$ cat src/design/pnc_pkg.sv
package pnc_pkg;

	localparam int PAL_ENTRIES = 256;
	localparam int PAL_IDX_W = (PAL_ENTRIES > 1) ? $clog2(PAL_ENTRIES) : 1;
	localparam int COMP_W = 16;
	localparam int IDX_W = 8;
	localparam int DIST_W = 18;
	localparam logic [DIST_W-1:0] DIST_MAX = DIST_W'(3 * ((1 << COMP_W) - 1));

	localparam logic KIND_WRITE = 1'b0;
	localparam logic KIND_QUERY = 1'b1;

	typedef struct packed {
		logic [COMP_W-1:0] r;
		logic [COMP_W-1:0] g;
		logic [COMP_W-1:0] b;
	} color_t;

	typedef struct packed {
		logic load;
		logic shift;
	} cell_ctl_t;

	typedef struct packed {
		logic vld;
		logic [PAL_IDX_W-1:0] idx;
		color_t entry;
	} issue_t;

	typedef enum logic [1:0] {
		ST_IDLE,
		ST_SCAN,
		ST_DRAIN
	} pnc_state_t;

endpackage

$ cat src/design/pnc_cell.sv
module pnc_cell
	import pnc_pkg::*;
(
	input  logic      clk,
	input  logic      arst_n,
	input  cell_ctl_t ctl,
	input  color_t    wr_data,
	input  color_t    nb_data,
	output color_t    q
);

	color_t entry_q;

	always_ff @(posedge clk or negedge arst_n) begin
		if (!arst_n) begin
			entry_q <= '0;
		end else if (ctl.load) begin
			entry_q <= wr_data;
		end else if (ctl.shift) begin
			entry_q <= nb_data;
		end
	end

	assign q = entry_q;

endmodule

$ cat config.mk
export PLATFORM = sky130hd
export DESIGN_NAME = pnc_cell
export DESIGN_NICKNAME = d
export VERILOG_FILES = /design/src/design/pnc_pkg.sv /design/src/design/pnc_cell.sv
export SDC_FILE = /design/constraint.sdc
export NUM_CORES = 1
export LEC_CHECK = 0
export BUFFER_PORTS_ARGS = -buffer_cell sky130_fd_sc_hd__clkbuf_2
export CAP_MARGIN = 20
export CELL_PAD_IN_SITES_DETAIL_PLACEMENT = 0
export CELL_PAD_IN_SITES_GLOBAL_PLACEMENT = 1
export CORE_ASPECT_RATIO = 0.75
export CORE_MARGIN = 10
export CORE_UTILIZATION = 30
export DETAILED_ROUTE_END_ITERATION = 16
export PLACE_DENSITY = 0.88
export SYNTH_ARGS = -nofsm -noshare
export SYNTH_HDL_FRONTEND = slang
export SYNTH_SLANG_ARGS = --single-unit
$ cat constraint.sdc
create_clock -name clk -period 0.9 [get_ports clk]
set_input_delay 0.18 -clock clk [delete_from_list [all_inputs] [get_ports clk]]
set_output_delay 0.18 -clock clk [all_outputs]
set_load 0.02 [all_outputs]
Word-level counts from Yosys, hierarchy flattened
Index checks and enable logic that the tools add are counted.
Operators by class
  mux-type cells: 2
  reduce and logical (&&, ||, !) cells: 1
Operators with widths (count)
  48-bit two-way mux: 2
  2-bit nonzero test: 1
Storage, ports and cells
  register bits after elaboration: 48
  input port bits: 100
  logic and storage cells: 6

Longest topological paths before layout
  word-level depth: 2
  mapped depth: 5

Worst setup path after synthesis
Ideal clock, no wire load.
  path kind: input port to flip-flop
  from: in ctl[0] in the netlist's numbering
  to: reg entry_q, in the netlist q[17]
  library setup time: 132 ps
  data arrival time: 770 ps
  data required time: 768 ps
  path slack: -2 ps
  cell stages on the path: 5
  path buffers: 3
  path through: buf_6 > buf_12 > buf_12 > mux2i_1 > o21ai_1
Between the ends
  cells in the longest elaborated chain, start to end: 1
RTL lines
  from (decl): RTL line pnc_cell.sv:6  | input cell_ctl_t ctl,
  2-bit nonzero test (no source line)
  to (signal assigned): RTL line pnc_cell.sv:18  | entry_q <= wr_data;
  to (signal assigned): RTL line pnc_cell.sv:20  | entry_q <= nb_data;
  to (decl): RTL line pnc_cell.sv:12  | color_t entry_q;
Every way passes these cells.
A chain may end at the register's enable or synchronous reset.

Worst setup path in the final report
  from: reg entry_q, in the netlist q[15]
  to: out q[15] in the netlist's numbering
RTL lines
  to (decl): RTL line pnc_cell.sv:9  | output color_t q
No word-level cell between the ends.

==> run summary <==
Worst path cell trace: clkbuf_8
Starting Density: 30.69%
DR WL/cell: 15.43 um
Ys flop type: dfrtp_1
Crit-path max cell delay: 0.41 ns
Buf/Inv on CP: 1
Vias in the first global route: 2238
Antenna cell count: 0
Skew-Pair Late Insertion Delay: 0.29 ns
Flops & latches, synth: 48
Share of the synthesized area in the top cell type: 53.63%
Crit path kind: reg2out
Shortest period the worst path allows: 1.041 ns
Clock sinks: 48
Largest net degree at the start of global routing: 39
YS warnings: 0
Core box area: 7297 sq um
Slew HR: 80.15%
RSZ-0062 raised after global routing: yes
Post-synth top cells: dfrtp_1 (48), mux2i_1 (48), nand2_1 (48), o21ai_0 (28), o21ai_1 (20)
GP Congestion: 0.7146
Crit-path leading delay family: flip-flops
Sequential area share after synthesis: 53.63%
Final setup viols: 50
Peak Freq: 0.9610 GHz
Htree depth: 2
I/O pin total: 148
Cell count after synthesis: 208
Layout area overhead: 67.15%
Critical path fanouts, max: 2
Die Footprint: 11360 sq um
Count of port buffers added during placement: 147
CTS tree: yes
Overflow after GRT: 0
Deepest clock path buffer count: 2
Die H: 94.83 um
Via-per-instance ratio: 4.372
DR iter-0 viols: 86
First-pass GRT wire length: 11.17 mm
Unique cell type count in the Yosys netlist: 9
Violated checks: negative setup slack
P per Cell Area: 1552 nW/um^2
Startpoint types: flop
Max-Cap Viols: 0
Final cell count without fillers: 479
Final instance area: 3744 sq um
Placed Area: 3092 sq um
Die width: 119.8 um
Max reg flops: 48
Pre-antenna DRT Iters: 4
CP endpoint kind: output port
Post-detail-place hpwl: 5.478 mm
Worst VDD drop: 0.0005757 V
Initial antenna violation count: 0
Worst Hold Class: in2reg
Final worst slack: -0.1406 ns
Area contributors post-synth: dfrtp_1 (54%), mux2i_1 (21%), nand2_1 (8.0%)
Cell Rows: 27
Status: complete, but fails checks
Clk pin slew, worst setup/hold paths: 0.09 ns
Mapped Area: 2240 sq um
Routed wire length: 7.389 mm
Slew Limit Fails: 0
Vias: 2094
Worst Tran Pin Value: 0.2978 ns
Total track usage: 11.90%
Clk_skew: 0 ns
Drc violations: 0
Root Buffer: clkbuf_8
Layout cell share with drive strength beyond 1: 49.47%
CP max-delay cell: dfrtp_1
Req. time, crit path: 0.72 ns
Tot Pwr: 0.005810 W
Hold_ws: 0.09633 ns
Layout fillers: 663
Leak: 1.983 nW
Period utilization: 115.6%
Mapped Avg Cell Area: 10.77 sq um
Post-synthesis net count: 308
Async set or reset register ratio after synthesis: 100.0%
Arrival @ worst endpoint: 0.86 ns
CTS buffer count: 5
Final #Nets: 477
DP Cell Count: 447
DRT antenna net count: 0
EDFF count, synth: 0
Most area-hungry cell type in the Yosys netlist: dfrtp_1
Number of hold violations in the final report: 0
-- placed cells by master (no fill, tap or decap) --
| master | instances |
|---|---|
| clkbuf_2 | 99 |
| nand2_1 | 48 |
| dfrtp_1 | 48 |
| mux2i_1 | 46 |
| buf_6 | 40 |
| o21ai_1 | 24 |
| o21ai_0 | 24 |
| buf_4 | 23 |
| clkbuf_8 | 16 |
| buf_12 | 6 |
| mux2i_2 | 1 |
| mux2i_4 | 1 |
| bufinv_16 | 1 |
| dlygate4sd3_1 | 1 |
-- final cells by class --
cell class	instances	area (sq um)	share of cell area (%)
tap	101	126.4	3.376
sequential	48	1201	32.09
clock buffer	7	96.34	2.574
timing repair buffer	178	1373	36.66
multi-input combinational	144	917.1	24.50
clock inverter	1	30.03	0.8021
-- power breakdown --
group          internal, W  leakage [nW]  switching, W
clock             0.000981        0.0645      0.000692
sequential         0.00236         0.579      0.000153
combinational     0.000892          1.34      0.000737
total              0.00423          1.98       0.00158
-- metal layers --
layer / vias to the layer above / global-route usage, % / routed length (um)
li1: 1048 / - / -
met1: 960 / 13.68 / 2966
met2: 82 / 20.84 / 3827
met3: 4 / 4.231 / 531
met4: 0 / 3.006 / 63
met5: - / 0 / 0
-- repair_timing --
item                                    CTS  global route
hold buffers                              1             0
endpoints found under the setup margin   48            53
hold endpoints to repair                 48             0
gates cloned                              0             0
pin swaps                                 0             2
buffers inserted                          8            16
resized for setup                        18           125
-- metrics by stage --
stage	setup slack, ns	utilization [%]	setup TNS (ns)
CTS	-0.1626	46.14	-6.638
global route	-0.2048	51.30	-7.907
global placement	-0.06484	42.37	-2.138
floorplan	0.006372	-	0
finish	-0.1406	51.30	-5.370
detailed placement	-0.1107	42.37	-3.738
-- final timing paths --
kind                            cells after the start    end  slack, ns        start
worst max-delay path                                1  q[15]      -0.14        q[15]
max in group asynchronous                           3  q[37]       0.21       arst_n
min in group asynchronous                           3  q[28]       0.38       arst_n
worst max register to register                      4   q[7]      -0.05         q[7]
worst min register to register                      2  q[25]       0.59        q[25]
worst min-delay path                                3  q[36]        0.1  wr_data[36]
-- logic make-up after synthesis --
logic type | share of synthesized area [%]
AND/OR/NAND/NOR | 8.045
multiplexers | 21.45
AO/OA/AOI/OAI | 10.73
buffers and inverters | 6.145
flip-flops | 53.63
Note: power is estimated with default switching activity, not from simulation.
