===== config.mk =====
export PLATFORM = sky130hd
export DESIGN_NAME = pnc_dist
export DESIGN_NICKNAME = d
export VERILOG_FILES = /design/src/design/pnc_pkg.sv /design/src/design/pnc_dist.sv
export SDC_FILE = /design/constraint.sdc
export NUM_CORES = 1
export LEC_CHECK = 0
export ABC_AREA = 1
export BUFFER_PORTS_ARGS = -buffer_cell sky130_fd_sc_hd__buf_2
export CAP_MARGIN = 20
export CELL_PAD_IN_SITES_DETAIL_PLACEMENT = 0
export CELL_PAD_IN_SITES_GLOBAL_PLACEMENT = 1
export CORE_MARGIN = 2
export CORE_UTILIZATION = 38
export CTS_CLUSTER_SIZE = 14
export DETAILED_ROUTE_END_ITERATION = 6
export GPL_ROUTABILITY_DRIVEN = 0
export GPL_TIMING_DRIVEN = 0
export PLACE_DENSITY = 0.76
export SKIP_CTS_REPAIR_TIMING = 1
export SYNTH_ARGS = -nofsm -noshare
export SYNTH_HDL_FRONTEND = slang
export SYNTH_SLANG_ARGS = --single-unit

===== constraint.sdc =====
create_clock -name clk -period 2.35 [get_ports clk]
set_input_delay 0 -clock clk [delete_from_list [all_inputs] [get_ports clk]]
set_output_delay 0 -clock clk [all_outputs]
set_load 0.02 [all_outputs]

===== src/design/pnc_pkg.sv =====
package pnc_pkg;

	localparam int PAL_ENTRIES = 256;
	localparam int PAL_IDX_W = (PAL_ENTRIES > 1) ? $clog2(PAL_ENTRIES) : 1;
	localparam int COMP_W = 16;
	localparam int IDX_W = 8;
	localparam int DIST_W = 18;
	localparam logic [DIST_W-1:0] DIST_MAX = DIST_W'(3 * ((1 << COMP_W) - 1));

	localparam logic KIND_WRITE = 1'b0;
	localparam logic KIND_QUERY = 1'b1;

	typedef struct packed {
		logic [COMP_W-1:0] r;
		logic [COMP_W-1:0] g;
		logic [COMP_W-1:0] b;
	} color_t;

	typedef struct packed {
		logic load;
		logic shift;
	} cell_ctl_t;

	typedef struct packed {
		logic vld;
		logic [PAL_IDX_W-1:0] idx;
		color_t entry;
	} issue_t;

	typedef enum logic [1:0] {
		ST_IDLE,
		ST_SCAN,
		ST_DRAIN
	} pnc_state_t;

endpackage


===== src/design/pnc_dist.sv =====
module pnc_dist
	import pnc_pkg::*;
(
	input  logic                  clk,
	input  logic                  arst_n,
	input  issue_t                issue,
	input  color_t                tgt,
	output logic                  busy,
	output logic [PAL_IDX_W-1:0]  best_idx,
	output logic [DIST_W-1:0]     best_dist
);

	logic                 v_s1;
	logic [PAL_IDX_W-1:0] idx_s1;
	logic [COMP_W-1:0]    dr_s1;
	logic [COMP_W-1:0]    dg_s1;
	logic [COMP_W-1:0]    db_s1;

	logic                 v_s2;
	logic [PAL_IDX_W-1:0] idx_s2;
	logic [DIST_W-1:0]    dist_s2;

	logic [PAL_IDX_W-1:0] best_idx_q;
	logic [DIST_W-1:0]    best_dist_q;

	logic [COMP_W-1:0] dr;
	logic [COMP_W-1:0] dg;
	logic [COMP_W-1:0] db;

	always_comb begin
		dr = (tgt.r >= issue.entry.r) ? tgt.r - issue.entry.r : issue.entry.r - tgt.r;
		dg = (tgt.g >= issue.entry.g) ? tgt.g - issue.entry.g : issue.entry.g - tgt.g;
		db = (tgt.b >= issue.entry.b) ? tgt.b - issue.entry.b : issue.entry.b - tgt.b;
	end

	always_ff @(posedge clk or negedge arst_n) begin
		if (!arst_n) begin
			v_s1 <= 1'b0;
			v_s2 <= 1'b0;
		end else begin
			v_s1 <= issue.vld;
			v_s2 <= v_s1;
		end
	end

	always_ff @(posedge clk) begin
		idx_s1  <= issue.idx;
		dr_s1   <= dr;
		dg_s1   <= dg;
		db_s1   <= db;
		idx_s2  <= idx_s1;
		dist_s2 <= DIST_W'(dr_s1) + DIST_W'(dg_s1) + DIST_W'(db_s1);
	end

	// strict less-than keeps the lowest index on a tie
	always_ff @(posedge clk or negedge arst_n) begin
		if (!arst_n) begin
			best_idx_q  <= '0;
			best_dist_q <= '0;
		end else if (v_s2 && (idx_s2 == '0 || dist_s2 < best_dist_q)) begin
			best_idx_q  <= idx_s2;
			best_dist_q <= dist_s2;
		end
	end

	assign busy      = v_s1 | v_s2;
	assign best_idx  = best_idx_q;
	assign best_dist = best_dist_q;

endmodule

Yosys cells after proc, flatten, opt, wreduce, memory -nomap -nowiden. Cells that the tools add are included.

Order comparisons: 4. Bitwise gates (word level): 1. Mux-type cells: 3. $add $sub $neg: 8. Reduce and logical (&&, ||, !) cells: 3.

Operator list (count): $sub 16x16->16 (6); $ge 16x16->1 (3); $mux 16 (3); $add 17x16->18 (1); $lt 18x18->1 (1); $add 16x16->17 (1); $logic_not 8->1 (1); $logic_and 1x1->1 (1); $logic_or 1x1->1 (1); $or 1x1->1 (1).

Bits in registers: 110. Word-level logic and storage cells: 29. Input port bits: 107. Output and inout bits: 27.

Logic depth before layout (Yosys ltp).
Depth after elaboration: 3. Gate-level depth with buffers: 15. Gate-level depth less buffers: 14.

Worst setup path before layout. OpenSTA, ideal clock, no wires.

Path type: flip-flop to flip-flop. Start point: register dr_s1[1]. End point: register dist_s2[17]. Data arrival time: 2.227 ns. Stages on the path, launching flop included: 12. Slack: 0.059 ns. Data required time: 2.286 ns. Path buffers: 0. Clock period less this slack: 2.291 ns. Cell sequence: dfxtp_1 > fa_1 > ha_1 > inv_1 > fa_1 > o21ai_0 > nand2_1 > nand2_1 > nand4_1 > nand2_1 > nor2_1 > nor2_1.

Longest elaborated chain between the ends: 2.

Ends and longest elaborated chain: from (decl) (RTL line pnc_dist.sv:15) `logic [COMP_W-1:0] dr_s1;`; from (signal assigned) (RTL line pnc_dist.sv:48) `dr_s1 <= dr;`; $add 16x16->17 (RTL line pnc_dist.sv:52) `dist_s2 <= DIST_W'(dr_s1) + DIST_W'(dg_s1) + DIST_W'(db_s1);`; $add 17x16->18 (RTL line pnc_dist.sv:52); to (signal assigned) (RTL line pnc_dist.sv:52); to (decl) (RTL line pnc_dist.sv:21) `logic [DIST_W-1:0] dist_s2;`.

No other way between the ends. A chain may end at the register's enable or synchronous reset.

Final worst setup path.
Start point: register dg_s1[1]. End point: register dist_s2[17].

Longest elaborated chain between the ends: 2.

Ends and longest elaborated chain: from (decl) (RTL line pnc_dist.sv:16) `logic [COMP_W-1:0] dg_s1;`; from (signal assigned) (RTL line pnc_dist.sv:49) `dg_s1 <= dg;`; $add 16x16->17 (RTL line pnc_dist.sv:52); $add 17x16->18 (RTL line pnc_dist.sv:52).

No other way between the ends.

==> results.txt <==
----------------------------------------------------
[Floorplanning]
  Width of the die ... ~170 um
  Initial standard-cell utilization of the core ... roughly 39%
  Y dimension of the die ... 167 um
  Area of the die ... 27,900 um2
  Placeable core area ... ~26,000 um2
  Boundary pin count ... approximately 130
  Standard-cell row count ... 59

[Outcome]
  Outcome ... finished with violations
  Violations in the final reports ... negative hold slack

[Drt]
  Remaining antenna violation count ... 0
  Wire length reported by the detailed router ... around 25 mm
  Vias per std cell ... approximately 4.7
  DRC violation count after routing ... 0
  Vias after detailed routing ... roughly 9,300
  Post-detailed-route wirelength per cell ... 12.5 um
  Drt initial violations ... 448
  Number of iterations in the first detailed-routing pass ... 5

[Setup path]
  Count of cells along the worst register-to-register path ... 11
  Worst flop-to-flop path startpoint ... dg_s1[1]$_DFF_P_
  Required time worst endpoint ... around 2.6 ns
  Type of the worst setup path ... reg -> reg
  Worst R2R End ... dist_s2[17]$_DFF_P_
  Cell type of the slowest stage on the worst timing path ... sky130_fd_sc_hd__fa_1
  Reg-to-reg slack, setup ... 0.00006 ns
  Cell Chain, Critical Path ... fa_1 > ha_2 > inv_2 > fa_2 > o21ai_4 > nand2_1 > nand2_2 > nand4_1 > nand2_1 > nor2_1 > nor2_1
  CP startpoint kind ... register
  Arrival time at the worst endpoint ... 2.62 ns
  Category of cells accounting for the largest share of critical-path delay ... adder cells
  CP bufs+invs ... 1
  Maximum fanout count along the critical path ... 4
  Delay of the slowest cell on the worst path ... between 0.5 and 0.6 ns
  Kind of capture point of the worst setup path ... register

[Global route]
  Gr ovfl total ... 0
  Total track usage ... 17.9%
  Pin count of the biggest net entering global routing ... 29
  Antenna violations before repair ... 0
  Via count of the first global-routing pass ... 8,685
  Global-route wire length before repair ... 41.8 mm

[Final layout]
  Layout net count ... 1,882
  Filler-free cell count of the finished design ... 1,967
  Commonest non-fill, non-tap cell in the layout ... sky130_fd_sc_hd__nand2_1
  Commonest cells after routing, fill and taps aside ... 471 x sky130_fd_sc_hd__nand2_1, 221 x sky130_fd_sc_hd__inv_1, 138 x sky130_fd_sc_hd__buf_2, 123 x sky130_fd_sc_hd__ha_1, 104 x sky130_fd_sc_hd__a21oi_1
  Layout cells sized above 1 ... 15.1%
  Number of antenna repair diodes ... 0
  Area growth from synthesis to final layout ... 15.0%
  Area of all placed cells without fillers ... 11,600 um2

[Placement]
  Count of input and output buffers ... about 130
  HPWL after detailed placement ... 21.0 mm
  Instance area at placement ... roughly 11,000 um2
  Number of placed cells counting well taps ... 1,939

[Pwr]
  Power density over the cells ... around 900 nW/um2
  Total power consumption of the routed design ... between 10 and 15 mW
  Peak supply drop ... 1.01 mV
  Leakage power ... ~6.6 nW

[Synth]
  EDFF count, synth ... 0
  Post-synthesis sequential area ratio ... 23.2%
  Syn_area_per_cell ... 6.87 um2
  Number of warnings printed during yosys synthesis ... 0
  Cells after Synth ... 1,471
  Cell area after technology mapping ... 10,100 um2
  Number of flip-flops and latches in the synthesized netlist ... 110
  Post-synth cell types ... 43
  Total nets after synthesis ... roughly 1,700
  Asr flop ratio synth ... 25.5%
  Dominant register cell in the synthesized netlist ... sky130_fd_sc_hd__dfxtp_1

[Timing]
  Highest clock frequency the design can meet ... approximately 430 MHz
  Skew final ... ~0.0090 ns
  Final hold violation count ... 1
  Final setup violation count ... 0
  Tightest Pin Transition ... between 0.6 and 0.7 ns
  Minimum period implied by the final worst setup slack ... between 2 and 2.5 ns
  Final Max Slew Viols ... 0
  Worst hold-check slack ... -0.0139 ns
  Headroom to the max-slew limit ... a little under three fifths
  Post-route clock period utilization ... 100%
  Unrepaired setup endpoints after global routing ... yes

[Clock network]
  TritonCTS clock tree ... built
  Insertion delay to the later sink of the worst-skew pair ... 0.35 ns
  Number of buffers between clock root and the deepest sink ... 2
  Root Driver ... sky130_fd_sc_hd__clkbuf_16
  Total number of clock tree sinks ... 110
  Cts bufs inserted ... 9
  Deepest level of the CTS H-tree ... 3
  Worst-path clk slew ... 0.07 ns

[Min path]
  Depth of the worst hold-timing path ... 3
  Startpoint of the tightest hold check path ... tgt[32]
  Hold Path Class ... in -> reg
  Endpoint of the worst hold path ... dr_s1[0]$_DFF_P_

[Flow run]
  Total of max-cap violations ... 0

----------------------------------------------------
synthesized netlist by cell type, types with 2 or more instances:
library cell	instances	area (um2)
sky130_fd_sc_hd__ha_1	125	1560
sky130_fd_sc_hd__clkbuf_2	4	20.0
sky130_fd_sc_hd__fa_1	23	460
sky130_fd_sc_hd__buf_2	5	25.0
sky130_fd_sc_hd__o21ai_1	7	35.0
sky130_fd_sc_hd__nor4_4	3	63.8
sky130_fd_sc_hd__nand3_1	90	450
sky130_fd_sc_hd__o21ai_0	54	270
sky130_fd_sc_hd__nor4_1	2	12.5
sky130_fd_sc_hd__and2_1	4	25.0
sky130_fd_sc_hd__dfxtp_1	82	1640
sky130_fd_sc_hd__o21a_1	4	30.0
sky130_fd_sc_hd__nor2_1	65	244
sky130_fd_sc_hd__nand2_2	26	163
sky130_fd_sc_hd__nand3_2	3	30.0
sky130_fd_sc_hd__nand2_1	472	1770
sky130_fd_sc_hd__a21boi_0	2	15.0
sky130_fd_sc_hd__a21oi_2	3	26.3
sky130_fd_sc_hd__a21o_1	8	60.1
sky130_fd_sc_hd__o21bai_1	3	22.5
sky130_fd_sc_hd__nand3b_1	4	30.0
sky130_fd_sc_hd__clkbuf_1	4	15.0
sky130_fd_sc_hd__dfrtp_1	28	701
sky130_fd_sc_hd__nor3_1	10	50.1
sky130_fd_sc_hd__a31oi_1	2	12.5
sky130_fd_sc_hd__xor2_1	43	377
sky130_fd_sc_hd__inv_2	5	18.8
sky130_fd_sc_hd__nand2b_1	2	12.5
sky130_fd_sc_hd__a21oi_1	104	521
sky130_fd_sc_hd__xnor2_1	9	78.8
sky130_fd_sc_hd__buf_6	16	180
sky130_fd_sc_hd__inv_1	222	833
sky130_fd_sc_hd__inv_4	2	12.5
sky130_fd_sc_hd__nor2_4	3	33.8
sky130_fd_sc_hd__nand4_1	11	68.8
sky130_fd_sc_hd__a21oi_4	8	130
sky130_fd_sc_hd__buf_4	5	37.5
sky130_fd_sc_hd__o21ai_2	3	26.3
where the power goes:
| group | switching (mW) | internal (mW) |
|---|---|---|
| registers | 0.390 | 2.54 |
| logic | 3.75 | 2.31 |
| clock network | 0.630 | 0.748 |
final cells by class:
class                      count  area, um2
clock buffer                  13        250
tap                          335        419
clock inverter                 3       18.8
timing repair buffer         145        783
multi-input combinational   1097       6650
buffer                        35        282
sequential                   110       2350
fill                        2803      14400
inverter                     229        865
kinds of logic after synthesis:
| logic type | count (synthesis) | share of synthesized area [%] |
|---|---|---|
| AO/OA/AOI/OAI | 200 | 11.5 |
| XOR/XNOR | 52 | 4.51 |
| adder cells (fa/ha/maj) | 148 | 20.0 |
| buffers and inverters | 264 | 11.3 |
| flip-flops | 110 | 23.2 |
| AND/OR/NAND/NOR | 697 | 29.4 |
registers in the layout, indices dropped and copies added, names as in the netlist:
| register | cells |
|---|---|
| v_s1 | 1 |
| dg_s1 | 16 |
| db_s1 | 16 |
| dist_s2 | 18 |
| idx_s2 | 8 |
| dr_s1 | 16 |
| idx_s1 | 8 |
| best_dist | 18 |
| best_idx | 8 |
| v_s2 | 1 |
worst max path at each step:
stage | start | end | slack [ns] | cells after the start
CTS | dg_s1[1]$_DFF_P_ | dist_s2[17]$_DFF_P_ | -0.39 | 11
global route | dg_s1[1]$_DFF_P_ | dist_s2[17]$_DFF_P_ | -0.09 | 11
global placement | dg_s1[1]$_DFF_P_ | dist_s2[17]$_DFF_P_ | -0.36 | 11
floorplan | dr_s1[1]$_DFF_P_ | dist_s2[17]$_DFF_P_ | 0.06 | 11
finish | dg_s1[1]$_DFF_P_ | dist_s2[17]$_DFF_P_ | 0.00006 | 11
detailed placement | dg_s1[1]$_DFF_P_ | dist_s2[17]$_DFF_P_ | -0.36 | 11
worst register-to-register path: stages (launching register included):
cell and delay [ns]:
sky130_fd_sc_hd__dfxtp_4 0.36, sky130_fd_sc_hd__fa_1 0.51, sky130_fd_sc_hd__ha_2 0.19, sky130_fd_sc_hd__inv_2 0.04, sky130_fd_sc_hd__fa_2 0.39, sky130_fd_sc_hd__o21ai_4 0.20
sky130_fd_sc_hd__nand2_1 0.09, sky130_fd_sc_hd__nand2_2 0.08, sky130_fd_sc_hd__nand4_1 0.10, sky130_fd_sc_hd__nand2_1 0.10, sky130_fd_sc_hd__nor2_1 0.05, sky130_fd_sc_hd__nor2_1 0.15
stage by stage:
stage	utilization [%]	TNS, ns	setup slack, ns
6_report	44.6	0	0.0000571
5_1_grt	44.6	-0.0950	-0.0902
4_1_cts	44.0	-1.42	-0.391
3_5_place_dp	42.9	-1.25	-0.359
3_3_place_gp	42.9	-1.33	-0.360
2_1_floorplan	-	0	0.0590
per-layer routing:
layer	wire length, um	track usage, %	vias up
li1	-	-	4939
met1	12400	25.5	4200
met2	11100	29.3	179
met3	1030	2.52	16
met4	157	2.51	0
met5	0	0	-
Power figures use the tool's default switching activity.
